$ cat config.mk
export PLATFORM = sky130hd
export DESIGN_NAME = rmb_resq
export DESIGN_NICKNAME = d
export VERILOG_FILES = /design/src/rtl/rmb_pkg.sv /design/src/rtl/rmb_resq.sv
export SDC_FILE = /design/constraint.sdc
export NUM_CORES = 1
export LEC_CHECK = 0
export BUFFER_PORTS_ARGS = -buffer_cell sky130_fd_sc_hd__buf_2
export CAP_MARGIN = 20
export CORE_UTILIZATION = 46
export CTS_BUF_LIST = sky130_fd_sc_hd__clkbuf_16
export CTS_CLUSTER_DIAMETER = 40
export CTS_CLUSTER_SIZE = 14
export DETAILED_ROUTE_END_ITERATION = 16
export GPL_TIMING_DRIVEN = 0
export PLACE_DENSITY = 0.8
export SYNTH_ARGS = -nofsm -noshare
export SYNTH_HDL_FRONTEND = slang
export SYNTH_SLANG_ARGS = --single-unit
$ cat constraint.sdc
create_clock -name clk_i -period 1.9 [get_ports clk_i]
set_clock_uncertainty 0.2 [all_clocks]
set_input_delay 0.095 -clock clk_i [delete_from_list [all_inputs] [get_ports clk_i]]
set_output_delay 0.095 -clock clk_i [all_outputs]
set_load 0.03 [all_outputs]
$ cat src/rtl/rmb_pkg.sv
// ----------------------------------------------------------------------------
// rmb_pkg
// Types and constants shared by the run-length monochrome blitter.
// ----------------------------------------------------------------------------
package rmb_pkg;

  localparam int DIM_W    = 9;   // window coordinate and size fields
  localparam int CUR_W    = 18;  // pixel cursor inside the window
  localparam int LEN_W    = 8;
  localparam int RADDR_W  = 15;
  localparam int APB_AW   = 5;
  localparam int APB_DW   = 32;
  localparam int Q_DEPTH  = 2;   // power of two

  typedef enum logic {
    OP_RUN  = 1'b0,
    OP_READ = 1'b1
  } op_e;

  typedef enum logic [1:0] {
    K_RUN,
    K_SKIP,
    K_READ
  } kind_e;

  typedef enum logic [2:0] {
    REG_DEST_X,
    REG_DEST_Y,
    REG_IMAGE_WIDTH,
    REG_IMAGE_HEIGHT,
    REG_OVERWRITE_MODE
  } reg_e;

  typedef enum logic [2:0] {
    ST_CLEAR,
    ST_IDLE,
    ST_DIV,
    ST_POS,
    ST_RUN,
    ST_DRAIN,
    ST_OUT
  } back_state_e;

  typedef struct packed {
    logic               operation;
    logic [LEN_W-1:0]   run_length;
    logic               last_run;
    logic [RADDR_W-1:0] read_address;
  } in_item_t;

  typedef struct packed {
    logic [7:0]       read_data;
    logic [LEN_W-1:0] pixels_written;
    logic             image_done;
    logic             overflow;
  } out_item_t;

  typedef struct packed {
    kind_e              kind;
    logic [LEN_W-1:0]   run_length;
    logic               last_run;
    logic [RADDR_W-1:0] read_address;
  } cmd_t;

  typedef struct packed {
    logic [DIM_W-1:0] dest_x;
    logic [DIM_W-1:0] dest_y;
    logic [DIM_W-1:0] image_width;
    logic [DIM_W-1:0] image_height;
    logic             overwrite_mode;
  } cfg_t;

  localparam cfg_t CFG_RESET = '{
    dest_x:         9'd0,
    dest_y:         9'd0,
    image_width:    9'd480,
    image_height:   9'd320,
    overwrite_mode: 1'b1
  };

endpackage

$ cat src/rtl/rmb_resq.sv
// ----------------------------------------------------------------------------
// rmb_resq
// Result queue between the blit engine and the result port.
// ----------------------------------------------------------------------------
module rmb_resq (
  input  logic               clk_i,
  input  logic               rst_ni,
  input  logic               push_i,
  input  rmb_pkg::out_item_t item_i,
  output logic               full_o,
  input  logic               pop_i,
  output logic               empty_o,
  output rmb_pkg::out_item_t item_o
);
  import rmb_pkg::*;

  localparam int PtrW = $clog2(Q_DEPTH);
  localparam int CntW = $clog2(Q_DEPTH + 1);

  out_item_t       slot_q [Q_DEPTH];
  logic [PtrW-1:0] wr_ptr_q, rd_ptr_q;
  logic [CntW-1:0] cnt_q;
  logic            do_push, do_pop;

  assign full_o  = (cnt_q == CntW'(Q_DEPTH));
  assign empty_o = (cnt_q == '0);
  assign item_o  = slot_q[rd_ptr_q];
  assign do_push = push_i && !full_o;
  assign do_pop  = pop_i && !empty_o;

  always_ff @(posedge clk_i or negedge rst_ni) begin
    if (!rst_ni) begin
      wr_ptr_q <= '0;
      rd_ptr_q <= '0;
      cnt_q    <= '0;
    end else begin
      if (do_push) begin
        wr_ptr_q <= wr_ptr_q + PtrW'(1);
      end
      if (do_pop) begin
        rd_ptr_q <= rd_ptr_q + PtrW'(1);
      end
      if (do_push && !do_pop) begin
        cnt_q <= cnt_q + CntW'(1);
      end else if (do_pop && !do_push) begin
        cnt_q <= cnt_q - CntW'(1);
      end
    end
  end

  always_ff @(posedge clk_i) begin
    if (do_push) begin
      slot_q[wr_ptr_q] <= item_i;
    end
  end

endmodule

==> impl_results.rst <==
.. list-table::
   :header-rows: 1

   * - Metric
     - Value
   * - Fin nets
     - about 170
   * - Kind of critical path
     - reg2reg
   * - Count of unique library cells instantiated by Yosys
     - 16
   * - Maximum Capacitance Violations
     - 0
   * - R2R cell count
     - 7
   * - Maximum buffer depth of the clock tree
     - 2
   * - Port Buffer Count
     - ~40
   * - Remaining DRCs
     - 0
   * - Via count of the routed design
     - between 800 and 900
   * - Cells on Worst Hold Path
     - 2
   * - Instance count after placement with tap cells included
     - 160
   * - Sum of buffers and inverters on the critical path
     - 1
   * - Number of sinks handled by clock tree synthesis
     - 40
   * - Top fanout value on the critical path
     - 5
   * - Number of detailed-route iterations in the first pass
     - 4
   * - Clock input transition at the sequential cells of the worst setup and hold paths
     - ~0.06 ns
   * - Proportion of layout cells with a drive suffix above 1
     - between 40% and 50%
   * - Count of standard-cell rows
     - 20
   * - Die width
     - approximately 60 microns
   * - Synth Warn #
     - 0
   * - Detail-routed net length per standard cell
     - roughly 13 microns
   * - Remaining global-route overflow
     - 0
   * - Slowest cell on the critical path
     - dfrtp_1
   * - Slew at the pin with the worst max-slew slack
     - 0.536 ns
   * - RSZ-0062 raised after global routing
     - no
   * - Share of the clock period used by the worst path
     - between 90% and 100%
   * - Pwr/cell area
     - about 1700 mW/mm^2
   * - Initial antenna violation count
     - 0
   * - Fin. max-slew vios
     - 0
   * - Run status
     - finished, final reports clean
   * - Place WS
     - -0.120 ns
   * - Wire length of the first global-routing pass
     - just under 4000 microns
   * - Netlist area before placement
     - ~0.0015 sq mm
   * - Post-synthesis register bit count
     - 40
   * - Later-pin clock latency in the skew report
     - approximately 0.28 ns
   * - Total wire length after detailed routing
     - about 2500 microns
   * - Critical path endpoint category
     - flop
   * - Static Leak
     - a little over 0.9 nW
   * - Placement-stage cell area
     - about 0.0018 sq mm
   * - Area of the die
     - 0.00360 sq mm
   * - Core region area
     - between 0.003 and 0.004 sq mm
   * - CP Cell Sequence
     - nand2b_1 -> nand2_2 -> inv_1 -> ha_1 -> xor2_1 -> nor2_1 -> xor2_1
   * - Worst hold start
     - item_i[6]
   * - CP dominant cell by count
     - xor2_1
   * - Most common cell after layout, fill and taps aside
     - buf_2
   * - Arrival time reported for the critical path endpoint
     - 1.75 ns
   * - Clock H-tree levels
     - 2
   * - Finish-stage setup viols
     - 0
   * - Final worst hold slack
     - ~0.34 ns
   * - CTS root buffer
     - clkbuf_16
   * - R2r setup slk
     - 0.16 ns
   * - Max VDD drop
     - around 0.98 mV
   * - Final cell area excluding filler cells
     - between 0.002 and 0.0025 sq mm
   * - Starting DRC count in detailed routing
     - 18
   * - Area grow syn2layout
     - 45.7%
   * - Total area of multi-input combinational cells
     - 337 sq um
   * - Critical path data required time
     - roughly 1.9 ns
   * - Kind of cell adding the most delay to the critical path
     - simple AND/OR/NAND/NOR gates
   * - I/O Pins
     - 42
   * - Worst stage delay on the critical path
     - approximately 0.43 ns
   * - Post-route worst setup slack
     - between 0.15 and 0.2 ns
   * - Commonest cells after routing, fill and taps aside
     - buf_2, edfxtp_1, dlygate4sd3_1, mux2_4, mux2_2
   * - Sequential cell area fraction in the yosys report
     - roughly three quarters
   * - ANT nets after route
     - 0
   * - Peak Freq
     - approximately 570 MHz
   * - Overall Global Routing Usage
     - 16.3%
   * - Crit path launch type
     - flop
   * - Relative slew slack
     - 64.2%
   * - Gpl congestion
     - around 0.66
   * - CTS tree
     - done
   * - Worst reg2reg path startpoint
     - cnt_q[0]$_DFFE_PN0P_
   * - Mapped Cells
     - 75
   * - Initial Util
     - ~49%
   * - Reg2reg end
     - cnt_q[1]$_DFFE_PN0P_
   * - Final-report hold violation count
     - 0
   * - Core Util, Final
     - a little under three quarters
   * - Final critical path time including I/O delays and setup
     - 1.74 ns
   * - Worst min-delay path category
     - in2reg
   * - Die outline height
     - 60.0 microns
   * - Fin cells
     - 190
   * - Cts bufs inserted
     - 5
   * - Fill cell total of the finished layout
     - roughly 200
   * - Maximum number of pins on one net before global-route repair
     - 19
   * - Overall power after layout
     - ~3.8 mW
   * - Total negative slack
     - 0 ns
   * - FF/Latch Area
     - about 0.0012 sq mm
   * - Buffers inserted by post-CTS timing repair
     - 0
   * - Number of nets produced by synthesis
     - between 90 and 100
   * - Endpoint, Worst Hold
     - slot_q[0][6]$_DFFE_PP_
   * - Vias per Instance
     - between 4 and 5
   * - Mean instance size in the synthesized netlist
     - between 20 and 25 sq um
   * - Antenna diode count
     - 0
   * - Number of global-route vias before repair
     - between 800 and 900
logic make-up (layout without fill, tap and decap cells):
kind of cell	Yosys count	in the layout	synth area share [%]
AOI/OAI and AO/OA	1	1	0.324
xor gates and xnor gates	5	5	2.83
buffers and inverters	4	75	2.51
adders and majority gates	1	1	0.810
muxes	18	18	15.3
and+or+nand+nor	6	6	1.78
DFF	40	40	76.4
cell usage after synthesis (all sizes together):
cell type	instances	area, sq um
inv	2	7.51
nand2b	1	6.26
xnor2	3	26.3
edfxtp	36	1080
dfrtp	4	100
buf	2	31.3
and3	1	6.26
o21ai	1	5.00
nor2	3	11.3
mux2	18	236
nand2	1	3.75
xor2	2	17.5
ha	1	12.5
how the worst max path moves through the flow:
stage | startpoint | end | slack, ns | cells past startpoint
after global routing | cnt_q[0]$_DFFE_PN0P_ | cnt_q[1]$_DFFE_PN0P_ | 0.006 | 6
final | cnt_q[0]$_DFFE_PN0P_ | cnt_q[1]$_DFFE_PN0P_ | 0.16 | 7
after floorplan | cnt_q[0]$_DFFE_PN0P_ | slot_q[0][0]$_DFFE_PP_ | 0.17 | 3
after global placement | cnt_q[0]$_DFFE_PN0P_ | slot_q[0][0]$_DFFE_PP_ | -0.09 | 3
after detailed placement | cnt_q[0]$_DFFE_PN0P_ | slot_q[0][17]$_DFFE_PP_ | -0.12 | 3
after CTS | cnt_q[0]$_DFFE_PN0P_ | cnt_q[1]$_DFFE_PN0P_ | 0.10 | 7
state kept, by name, indices dropped and copies added (netlist names):
signal    flops
cnt_q         2
wr_ptr_q      1
rd_ptr_q      1
slot_q       36
per-layer routing:
| metal | share of wire, % | track usage, % | vias up |
|---|---|---|---|
| li1 | - | - | 422 |
| met1 | 40 | 17.3 | 407 |
| met2 | 50 | 27.6 | 36 |
| met3 | 8.1 | 7.58 | 5 |
| met4 | 1.5 | 6.98 | 0 |
| met5 | 0 | 0 | - |
timing repair:
item                                    in CTS  in global routing
hold buffers                                22                  0
endpoints found under the setup margin      36                  1
resized for setup                            2                  1
endpoints found under the hold margin       42                  0
cell type report:
class,count,area share (%)
multi-input cells,31,14.9
inverters,2,0.333
clock buffers,5,5.56
flip-flops and latches,40,52.4
repair buffers,63,18.9
clock inverters,3,4.00
plain buffers,2,1.39
well taps,44,2.44
where the power goes:
group | internal [mW] | switching, mW | leakage, nW
Combinational | 0.547 | 0.790 | 0.436
Sequential | 1.22 | 0.0831 | 0.381
Clock | 0.884 | 0.315 | 0.104
Total | 2.65 | 1.19 | 0.922
No activity file was read; power rests on OpenSTA's default activity.
