## src/rtl/rmb_pkg.sv

```systemverilog
// ----------------------------------------------------------------------------
// rmb_pkg
// Types and constants shared by the run-length monochrome blitter.
// ----------------------------------------------------------------------------
package rmb_pkg;

  localparam int DIM_W    = 9;   // window coordinate and size fields
  localparam int CUR_W    = 18;  // pixel cursor inside the window
  localparam int LEN_W    = 8;
  localparam int RADDR_W  = 15;
  localparam int APB_AW   = 5;
  localparam int APB_DW   = 32;
  localparam int Q_DEPTH  = 2;   // power of two

  typedef enum logic {
    OP_RUN  = 1'b0,
    OP_READ = 1'b1
  } op_e;

  typedef enum logic [1:0] {
    K_RUN,
    K_SKIP,
    K_READ
  } kind_e;

  typedef enum logic [2:0] {
    REG_DEST_X,
    REG_DEST_Y,
    REG_IMAGE_WIDTH,
    REG_IMAGE_HEIGHT,
    REG_OVERWRITE_MODE
  } reg_e;

  typedef enum logic [2:0] {
    ST_CLEAR,
    ST_IDLE,
    ST_DIV,
    ST_POS,
    ST_RUN,
    ST_DRAIN,
    ST_OUT
  } back_state_e;

  typedef struct packed {
    logic               operation;
    logic [LEN_W-1:0]   run_length;
    logic               last_run;
    logic [RADDR_W-1:0] read_address;
  } in_item_t;

  typedef struct packed {
    logic [7:0]       read_data;
    logic [LEN_W-1:0] pixels_written;
    logic             image_done;
    logic             overflow;
  } out_item_t;

  typedef struct packed {
    kind_e              kind;
    logic [LEN_W-1:0]   run_length;
    logic               last_run;
    logic [RADDR_W-1:0] read_address;
  } cmd_t;

  typedef struct packed {
    logic [DIM_W-1:0] dest_x;
    logic [DIM_W-1:0] dest_y;
    logic [DIM_W-1:0] image_width;
    logic [DIM_W-1:0] image_height;
    logic             overwrite_mode;
  } cfg_t;

  localparam cfg_t CFG_RESET = '{
    dest_x:         9'd0,
    dest_y:         9'd0,
    image_width:    9'd480,
    image_height:   9'd320,
    overwrite_mode: 1'b1
  };

endpackage

```

## src/rtl/rmb_front.sv

```systemverilog
// ----------------------------------------------------------------------------
// rmb_front
// Input queue: accepts items, classifies them into commands for the back end.
// ----------------------------------------------------------------------------
module rmb_front (
  input  logic             clk_i,
  input  logic             rst_ni,
  input  logic             push_i,
  input  rmb_pkg::in_item_t item_i,
  input  logic             hold_i,
  output logic             full_o,
  input  logic             take_i,
  output logic             cmd_valid_o,
  output rmb_pkg::cmd_t    cmd_o
);
  import rmb_pkg::*;

  localparam int PtrW = $clog2(Q_DEPTH);
  localparam int CntW = $clog2(Q_DEPTH + 1);

  cmd_t            slot_q [Q_DEPTH];
  logic [PtrW-1:0] wr_ptr_q, rd_ptr_q;
  logic [CntW-1:0] cnt_q;
  cmd_t            new_cmd;
  logic            do_push, do_pop;

  always_comb begin
    new_cmd.run_length   = item_i.run_length;
    new_cmd.last_run     = item_i.last_run;
    new_cmd.read_address = item_i.read_address;
    if (op_e'(item_i.operation) == OP_READ) begin
      new_cmd.kind = K_READ;
    end else if (item_i.run_length == '0) begin
      new_cmd.kind = K_SKIP;
    end else begin
      new_cmd.kind = K_RUN;
    end
  end

  assign full_o      = hold_i || (cnt_q == CntW'(Q_DEPTH));
  assign cmd_valid_o = (cnt_q != '0);
  assign cmd_o       = slot_q[rd_ptr_q];
  assign do_push     = push_i && !full_o;
  assign do_pop      = take_i && cmd_valid_o;

  always_ff @(posedge clk_i or negedge rst_ni) begin
    if (!rst_ni) begin
      wr_ptr_q <= '0;
      rd_ptr_q <= '0;
      cnt_q    <= '0;
    end else begin
      if (do_push) begin
        wr_ptr_q <= wr_ptr_q + PtrW'(1);
      end
      if (do_pop) begin
        rd_ptr_q <= rd_ptr_q + PtrW'(1);
      end
      if (do_push && !do_pop) begin
        cnt_q <= cnt_q + CntW'(1);
      end else if (do_pop && !do_push) begin
        cnt_q <= cnt_q - CntW'(1);
      end
    end
  end

  always_ff @(posedge clk_i) begin
    if (do_push) begin
      slot_q[wr_ptr_q] <= new_cmd;
    end
  end

endmodule

```

## config.mk

```make
export PLATFORM = sky130hd
export DESIGN_NAME = rmb_front
export DESIGN_NICKNAME = d
export VERILOG_FILES = /design/src/rtl/rmb_pkg.sv /design/src/rtl/rmb_front.sv
export SDC_FILE = /design/constraint.sdc
export NUM_CORES = 1
export LEC_CHECK = 0
export BUFFER_PORTS_ARGS = -buffer_cell sky130_fd_sc_hd__buf_2
export CAP_MARGIN = 0
export CORE_MARGIN = 4
export CORE_UTILIZATION = 40
export DETAILED_ROUTE_END_ITERATION = 8
export GPL_ROUTABILITY_DRIVEN = 0
export GPL_TIMING_DRIVEN = 0
export PLACE_DENSITY = 0.68
export SETUP_SLACK_MARGIN = 0.05
export SLEW_MARGIN = 20
export SYNTH_ARGS = -nofsm -noshare
export SYNTH_HDL_FRONTEND = slang
export SYNTH_SLANG_ARGS = --single-unit
```

## constraint.sdc

```tcl
create_clock -name clk_i -period 2.02 [get_ports clk_i]
set_input_delay 0.404 -clock clk_i [delete_from_list [all_inputs] [get_ports clk_i]]
set_output_delay 0.404 -clock clk_i [all_outputs]
set_load 0.02 [all_outputs]
```

==> results of run 1 <==
-- cell usage after synthesis (all sizes together) --
| cell type | n |
|---|---|
| or2 | 1 |
| ha | 1 |
| inv | 4 |
| and3 | 1 |
| mux2 | 26 |
| nor4 | 2 |
| o211ai | 1 |
| xnor2 | 4 |
| dfrtp | 4 |
| edfxtp | 52 |
| xor2 | 1 |
| o21a | 1 |
| buf | 3 |
| nor2 | 3 |
| nand2 | 2 |
-- flip-flops by register name (all words and copies together) (netlist names) --
name,flops
slot_q,52
cnt_q,2
rd_ptr_q,1
wr_ptr_q,1
-- placed cells by master (no fill, tap or decap) --
cell type	n
o21a_1	1
edfxtp_1	52
xor2_1	1
buf_12	2
nor4_1	2
o211ai_1	1
xnor2_1	4
buf_2	57
mux2_4	19
clkbuf_8	5
clkbuf_1	1
or2_4	1
ha_1	1
dlygate4sd3_1	1
nor2_4	1
mux2_2	7
buf_6	1
inv_1	4
nand2_1	1
dfrtp_1	4
nor2_1	2
and3_2	1
nand2_2	1
bufinv_16	2
-- per-layer routing --
layer	part of all wire	vias to the layer above	GRT usage
met3	0.091	4	0.0510
met4	0.0079	0	0.0282
li1	-	530	-
met1	0.36	536	0.116
met5	0	-	0
met2	0.54	45	0.230
-- where the power goes --
group | internal (mW) | switching [mW] | total, mW | leakage, nW
combinational | 0.635 | 0.694 | 1.33 | 0.503
sequential | 1.46 | 0.0731 | 1.53 | 0.522
clock | 0.495 | 0.324 | 0.819 | 0.0654
-- stage by stage --
step | instances | util | total power, mW | area (um^2)
2_1_floorplan | 106 | - | 2.55 | 2210
3_3_place_gp | 233 | 0.494 | 2.86 | 2590
3_5_place_dp | 233 | 0.495 | 2.91 | 2590
4_1_cts | 242 | 0.522 | 3.73 | 2740
5_1_grt | 242 | 0.522 | 3.86 | 2740
6_report | 242 | 0.522 | 3.68 | 2740
-- cell families (layout without fill, tap and decap cells) --
| family | Yosys count | after routing | synth area share |
|---|---|---|---|
| AO/OA/AOI/OAI | 2 | 2 | 0.00679 |
| adder cells (fa/ha/maj) | 1 | 1 | 0.00566 |
| XOR/XNOR | 5 | 5 | 0.0198 |
| AND/OR/NAND/NOR | 9 | 9 | 0.0221 |
| buffers and inverters | 7 | 73 | 0.0300 |
| multiplexers | 26 | 26 | 0.165 |
| flip-flops | 56 | 56 | 0.751 |
-- repair_timing --
action                    CTS  global route
buffers inserted            0             0
hold endpoints to repair    4             0
hold buffers                1             0
-- final cells by class --
cell class	count	area, um^2
fill	448	2500
sequential	56	1660
multi-input combinational	43	493
timing repair buffer	58	295
tap	70	87.6
clock buffer	6	72.6
clock inverter	2	60.1
buffer	3	51.3
inverter	4	15.0
-- worst paths after layout --
path / startpoint / to / slack, ps / cells past startpoint
min reg2reg: wr_ptr_q / wr_ptr_q / 590 / 1
max in group asynchronous: rst_ni / cnt_q[1] / 1460 / 2
max reg2reg: cnt_q[1] / slot_q[0][1] / 280 / 3
max: rd_ptr_q / cmd_o[8] / 180 / 4
min: item_i[7] / slot_q[1][7] / 290 / 1
min in group asynchronous: rst_ni / cnt_q[0] / 440 / 2
==> run summary, run 1 <==
Once detail routing completed, the nets flagged for antenna violations numbered 0. The worst setup path is captured at an output pin. The net count of the finished layout is 202. In the final routed layout, each cell accounts on average for 15.1 um. Walking the worst path, the cells encountered are buf_6 > buf_12 > mux2_4 > buf_2. After clock tree synthesis, the repair step resized 0 gates. In this run the mean area of a mapped cell was 20.9 um^2.

Summed over all failing endpoints, the final setup total negative slack is 0 ps. Measured against its own limit, the worst slew margin works out to 0.481. The number of hold-slack violations in the final timing report is 0. The number of buffer and inverter stages on the critical path is 3. The proportion of layout cells with a drive suffix above 1 is 0.564. The clock drives 56 sinks. The wire length reported by the detailed router came out at 3650 um.

The post-route minimum period is 1840 ps. The run finished with clean final reports. The worst hold margin is 289 ps. At the pin with the least slew margin, the transition time is 776 ps.

The tree is rooted in a clkbuf_8. The delay of the slowest cell on the worst path is 380 ps. Data on the critical path is required at its endpoint by 1620 ps. The leakage dissipation is 1.09 nW.

The x dimension of the die is 82.4 um. At the later pin of the worst-skew pair, clock insertion delay measures 300 ps. Setup repair after global routing left no endpoint under its margin. The number of failing setup endpoints in the final timing report is 0. The number of antenna violations at the first check in global routing was 0. The post-synthesis instance total is 106. Relative to the synthesized area, the layout overhead comes to 23.7%.

The post-DP HPWL came out at 2650 um. In this run, synthesis produced a sequential element count of 56. The share of the clock period used by the worst path after layout came out at 0.913. After detailed routing, the number of remaining DRC violations is 0. The largest net degree at the start of global routing is 27. For the final database, setup skew stands at 7.35 ps.

The first-pass iteration count of the detailed router is 4. The number of global-route vias before repair is 1257. For this design, the slowest cell found on the critical path is dfrtp_1.

The synthesized netlist contains 18 unique library cells. The global-route wire length before repair is 5870 um. The area enclosed by the die boundary came out at 6780 um^2. The portion of synthesized cell area occupied by the leading cell type came out at 0.706. For this run, the register share of the synthesized area comes to 0.751. The clock buffer count from CTS came out at 5. The worst-case setup slack after placement came out at 184 ps. In this run, the number of DRC markers left after iteration 0 of detailed routing was 42. Counting every net in the synthesized netlist gives 137. The average via count per standard cell came out at 4.61. The number of maximum-capacitance violations is 0. The cell family contributing the most delay on the critical path is buffers and inverters. By area the synthesized netlist is led by edfxtp_1 71%, mux2_4 13%, dfrtp_1 4.5%. The standard-cell row count is 26. The total inserted antenna cells is 0. The total overflow reported by the global router came out at 0. The total power density per cell area is 1340 nW/um^2.

The routed layout has 1115 vias. For the worst setup path, the data arrival time is 1440 ps. The total number of yosys warnings came out at 0.

Summed over all instances, the cell type with the most area after synthesis is edfxtp_1. The floorplan die height is 82.4 um. The starting density of the core is 0.422. The maximum achievable frequency came out at 0.542 GHz. The biggest fanout along the worst timing path is 10.

The worst setup path is launched from a flip-flop. The register clock-pin slew on the reported worst setup and hold paths is 90 ps. The overall routing resource usage came out at 0.120.

The critical setup path kind is flip-flop to output pin. The worst-case vdd ir drop came out at 0.000731 V. The synthesized cell area came out at 2210 um^2. The core area is 5240 um^2. In the post-route analysis, the smallest setup slack over all paths is 177 ps.

The buffer depth of the longest clock path is 2. The clock tree from TritonCTS is done. The worst hold path belongs to the class primary input to flip-flop. The number of levels in the clock H-tree is 2.

The I/O pin count came out at 58. The final max-slew violation count was 0. The count of input and output buffers is 57.
Power figures use the tool's default switching activity.
==> run 2, diff against run 1 <==
GPL_TIMING_DRIVEN = unset   (was 0)
==> run 2 against run 1 <==
Against the previous run:
- utilization shrank 1.1 points
- count of clock-buffer cells in the layout is the same
- register-to-register slack gained 190 ps
- cell area shrank 2.1%
- hold slack lost 4.4 ps
- largest cell class unchanged
- largest power group unchanged
- highest routed layer unchanged
==> run summary, run 2 (synthesis results as in run 1) <==
The number of nets in the final layout came out at 205 (+1.5%). The data arrival time of the worst path is 1420 ps (-20 ps). The wire length reported by the detailed router is 3750 um (+2.7%). The number of antenna violations at the first check in global routing is 0 (unchanged).

The delay of the slowest cell on the worst path came out at 350 ps (-30 ps). The worst-case setup slack after placement is 480 ps (+296 ps). The core area came out at 5240 um^2 (unchanged).

The leakage dissipation came out at 1.07 nW (-1.6%). The clock latency at the later pin of the worst-skew pair came out at 300 ps (about the same). The clock sink count is 56 (unchanged).

The post-detailed-route count of antenna-violating nets came out at 0 (unchanged). The I/O pin count came out at 58 (unchanged). The biggest fanout along the worst timing path came out at 14 (+4). The switching power share of the total came out at 0.318 (+0.0220). The critical path required time is 1620 ps (about the same). The setup fix buffers added after clock tree synthesis is 0 (unchanged). The slew at the pin closest to its max-slew limit is 353 ps (-423 ps). The filler cell count in the final layout is 448 (unchanged).

The flip-flop count of the largest register, all copies and words added is 52 (unchanged). The worst max-slew margin expressed relative to the limit is 0.763 (+0.281). The total overflow reported by the global router is 0 (unchanged). Traced cell by cell, the critical path runs through buf_4 > mux2_4 > buf_2.

The quantity of gates resized following cts is 0 (unchanged). The share of the clock period used by the worst path after layout was 0.904 (-0.00830). The floorplan die height came out at 82.4 um (unchanged). The number of buffers inserted for hold repair after clock tree synthesis came out at 1 (unchanged). The average via count per standard cell came out at 4.59 (-0.34%). The post-DP HPWL is 2850 um (+7.3%). The worst-case vdd ir drop is 0.000700 V (-4.3%).

The clock tree from TritonCTS is done. The path class of the lowest-slack min-delay path is primary input to flip-flop. The clock buffer count from CTS came out at 5 (unchanged).

The number of failing setup endpoints in the final timing report came out at 0 (unchanged). The library cell used most frequently in the layout, excluding fill and tap cells, is buf_2. The setup TNS after final layout is 0 ps (unchanged). The register clock-pin slew on the reported worst setup and hold paths came out at 90 ps (about the same). The number of levels in the clock H-tree is 2 (unchanged).

The x dimension of the die is 82.4 um (unchanged). The buffer cell driving the clock tree root is clkbuf_8. The growth of design area from synthesis to finish is 21.2%. The proportion of layout cells with a drive suffix above 1 is 0.566 (+0.00176). The standard-cell row count came out at 26 (unchanged). Setup repair after global routing left no endpoint under its margin.

The number of maximum-capacitance violations came out at 0 (unchanged). The wire length per cell came out at 15.3 um (+1.4%). The number of global-route vias before repair is 1220 (-2.9%). The first-pass iteration count of the detailed router is 4 (unchanged). The run finished with clean final reports. The buffer depth of the longest clock path is 2 (unchanged). The fraction of the core area covered by cells at the end of the flow was 0.512 (-0.0108). The worst setup path is launched from a flip-flop. The register with the most flip-flops is slot_q. The overall routing resource usage came out at 0.122 (+0.00265).

The final max-slew violation count is 0 (unchanged). The number of hold-slack violations in the final timing report is 0 (unchanged). The combinational power share is 0.373 (+0.012). The final setup slack of the worst path is 193 ps (+16.8 ps).

The final routed DRC violation total is 0 (unchanged). The global-route wire length before repair was 5930 um (+1.1%). In the final layout, the registers with the most flip-flops are slot_q: 52 flops, cnt_q: 2 flops.

The library cells used most frequently in the layout, excluding fill and tap cells, are 57 x buf_2, 52 x edfxtp_1, 19 x mux2_4, 7 x mux2_2, 6 x buf_4. The DRC marker count from the first detailed-route iteration is 62 (+48%). The standard cell with the maximum stage delay on the critical path is dfrtp_1. The worst setup path is captured at an output pin. The post-route minimum period is 1830 ps (-16.8 ps). The largest net degree at the start of global routing is 18 (-33%). The setup path with the least slack is of type flip-flop to output pin.

The starting density of the core came out at 0.422 (unchanged). The count of input and output buffers came out at 57 (unchanged). The total inserted antenna cells is 0 (unchanged). The internal power consumption came out at 2.28 mW (-12%). The maximum achievable frequency is 0.547 GHz (+0.92%).

The area enclosed by the die boundary came out at 6780 um^2 (unchanged). The portion of total power attributed to sequential cells is 0.455 (+0.039). The maximum clock skew at final layout is 8.12 ps (+0.765 ps). The total power density per cell area came out at 1250 nW/um^2 (-7.0%). The vias after detailed routing was 1125 (+0.90%). The net switching power is 1.07 mW (-2.2%). The relative contribution of the clock network to total power came to 0.172 (-0.051).
==> run 2: area by class of cell <==
cell class              count  area (um^2)  area share
multi-input cells          43          487       0.182
flip-flops and latches     56         1660       0.620
inverters                   4         15.0     0.00560
repair buffers             64          340       0.127
clock buffers               6         72.6      0.0271
clock inverters             2         16.3     0.00607
well taps                  70         87.6      0.0327
==> run 2: path summary, 6_finish.rpt <==
check,slack [ps],startpoint,cells after the start,endpoint
max in group asynchronous,1460,rst_ni,2,wr_ptr_q
worst min register to register,520,wr_ptr_q,1,wr_ptr_q
min in group asynchronous,430,rst_ni,2,cnt_q[0]
worst max-delay path,190,rd_ptr_q,3,cmd_o[3]
worst max register to register,470,cnt_q[0],5,cnt_q[1]
worst min-delay path,280,item_i[11],1,slot_q[1][11]
==> run 2: through the flow <==
| step | instance area, um^2 | hold WS, ps | power, mW | std cells |
|---|---|---|---|---|
| 3_3_place_gp | 2580 | 212 | 2.79 | 236 |
| 4_1_cts | 2680 | 270 | 3.41 | 245 |
| 6_report | 2680 | 284 | 3.35 | 245 |
| 2_1_floorplan | 2210 | 108 | 2.55 | 106 |
| 3_5_place_dp | 2580 | 219 | 2.83 | 236 |
| 5_1_grt | 2680 | 272 | 3.55 | 245 |
==> run 2: per-layer routing <==
metal	up-vias	GRT usage	share of wire
met4	0	0.0498	0.013
met2	39	0.218	0.51
met3	5	0.0325	0.069
met5	-	0	0
met1	540	0.138	0.41
li1	541	-	-
==> run 2: power groups by stage <==
stage | sequential, mW | combinational [mW] | clock (mW)
after floorplan | 1.53 | 1.02 | 0
after global placement | 1.54 | 1.25 | 0
after detailed placement | 1.55 | 1.27 | 0
after CTS | 1.53 | 1.28 | 0.602
after global routing | 1.54 | 1.35 | 0.656
final | 1.53 | 1.25 | 0.575
==> run 2: critical path, delay by kind of cell (launching register included) <==
kind | cells | cell delay (ps)
buffers and inverters | 2 | 430
DFF | 1 | 350
muxes | 1 | 330
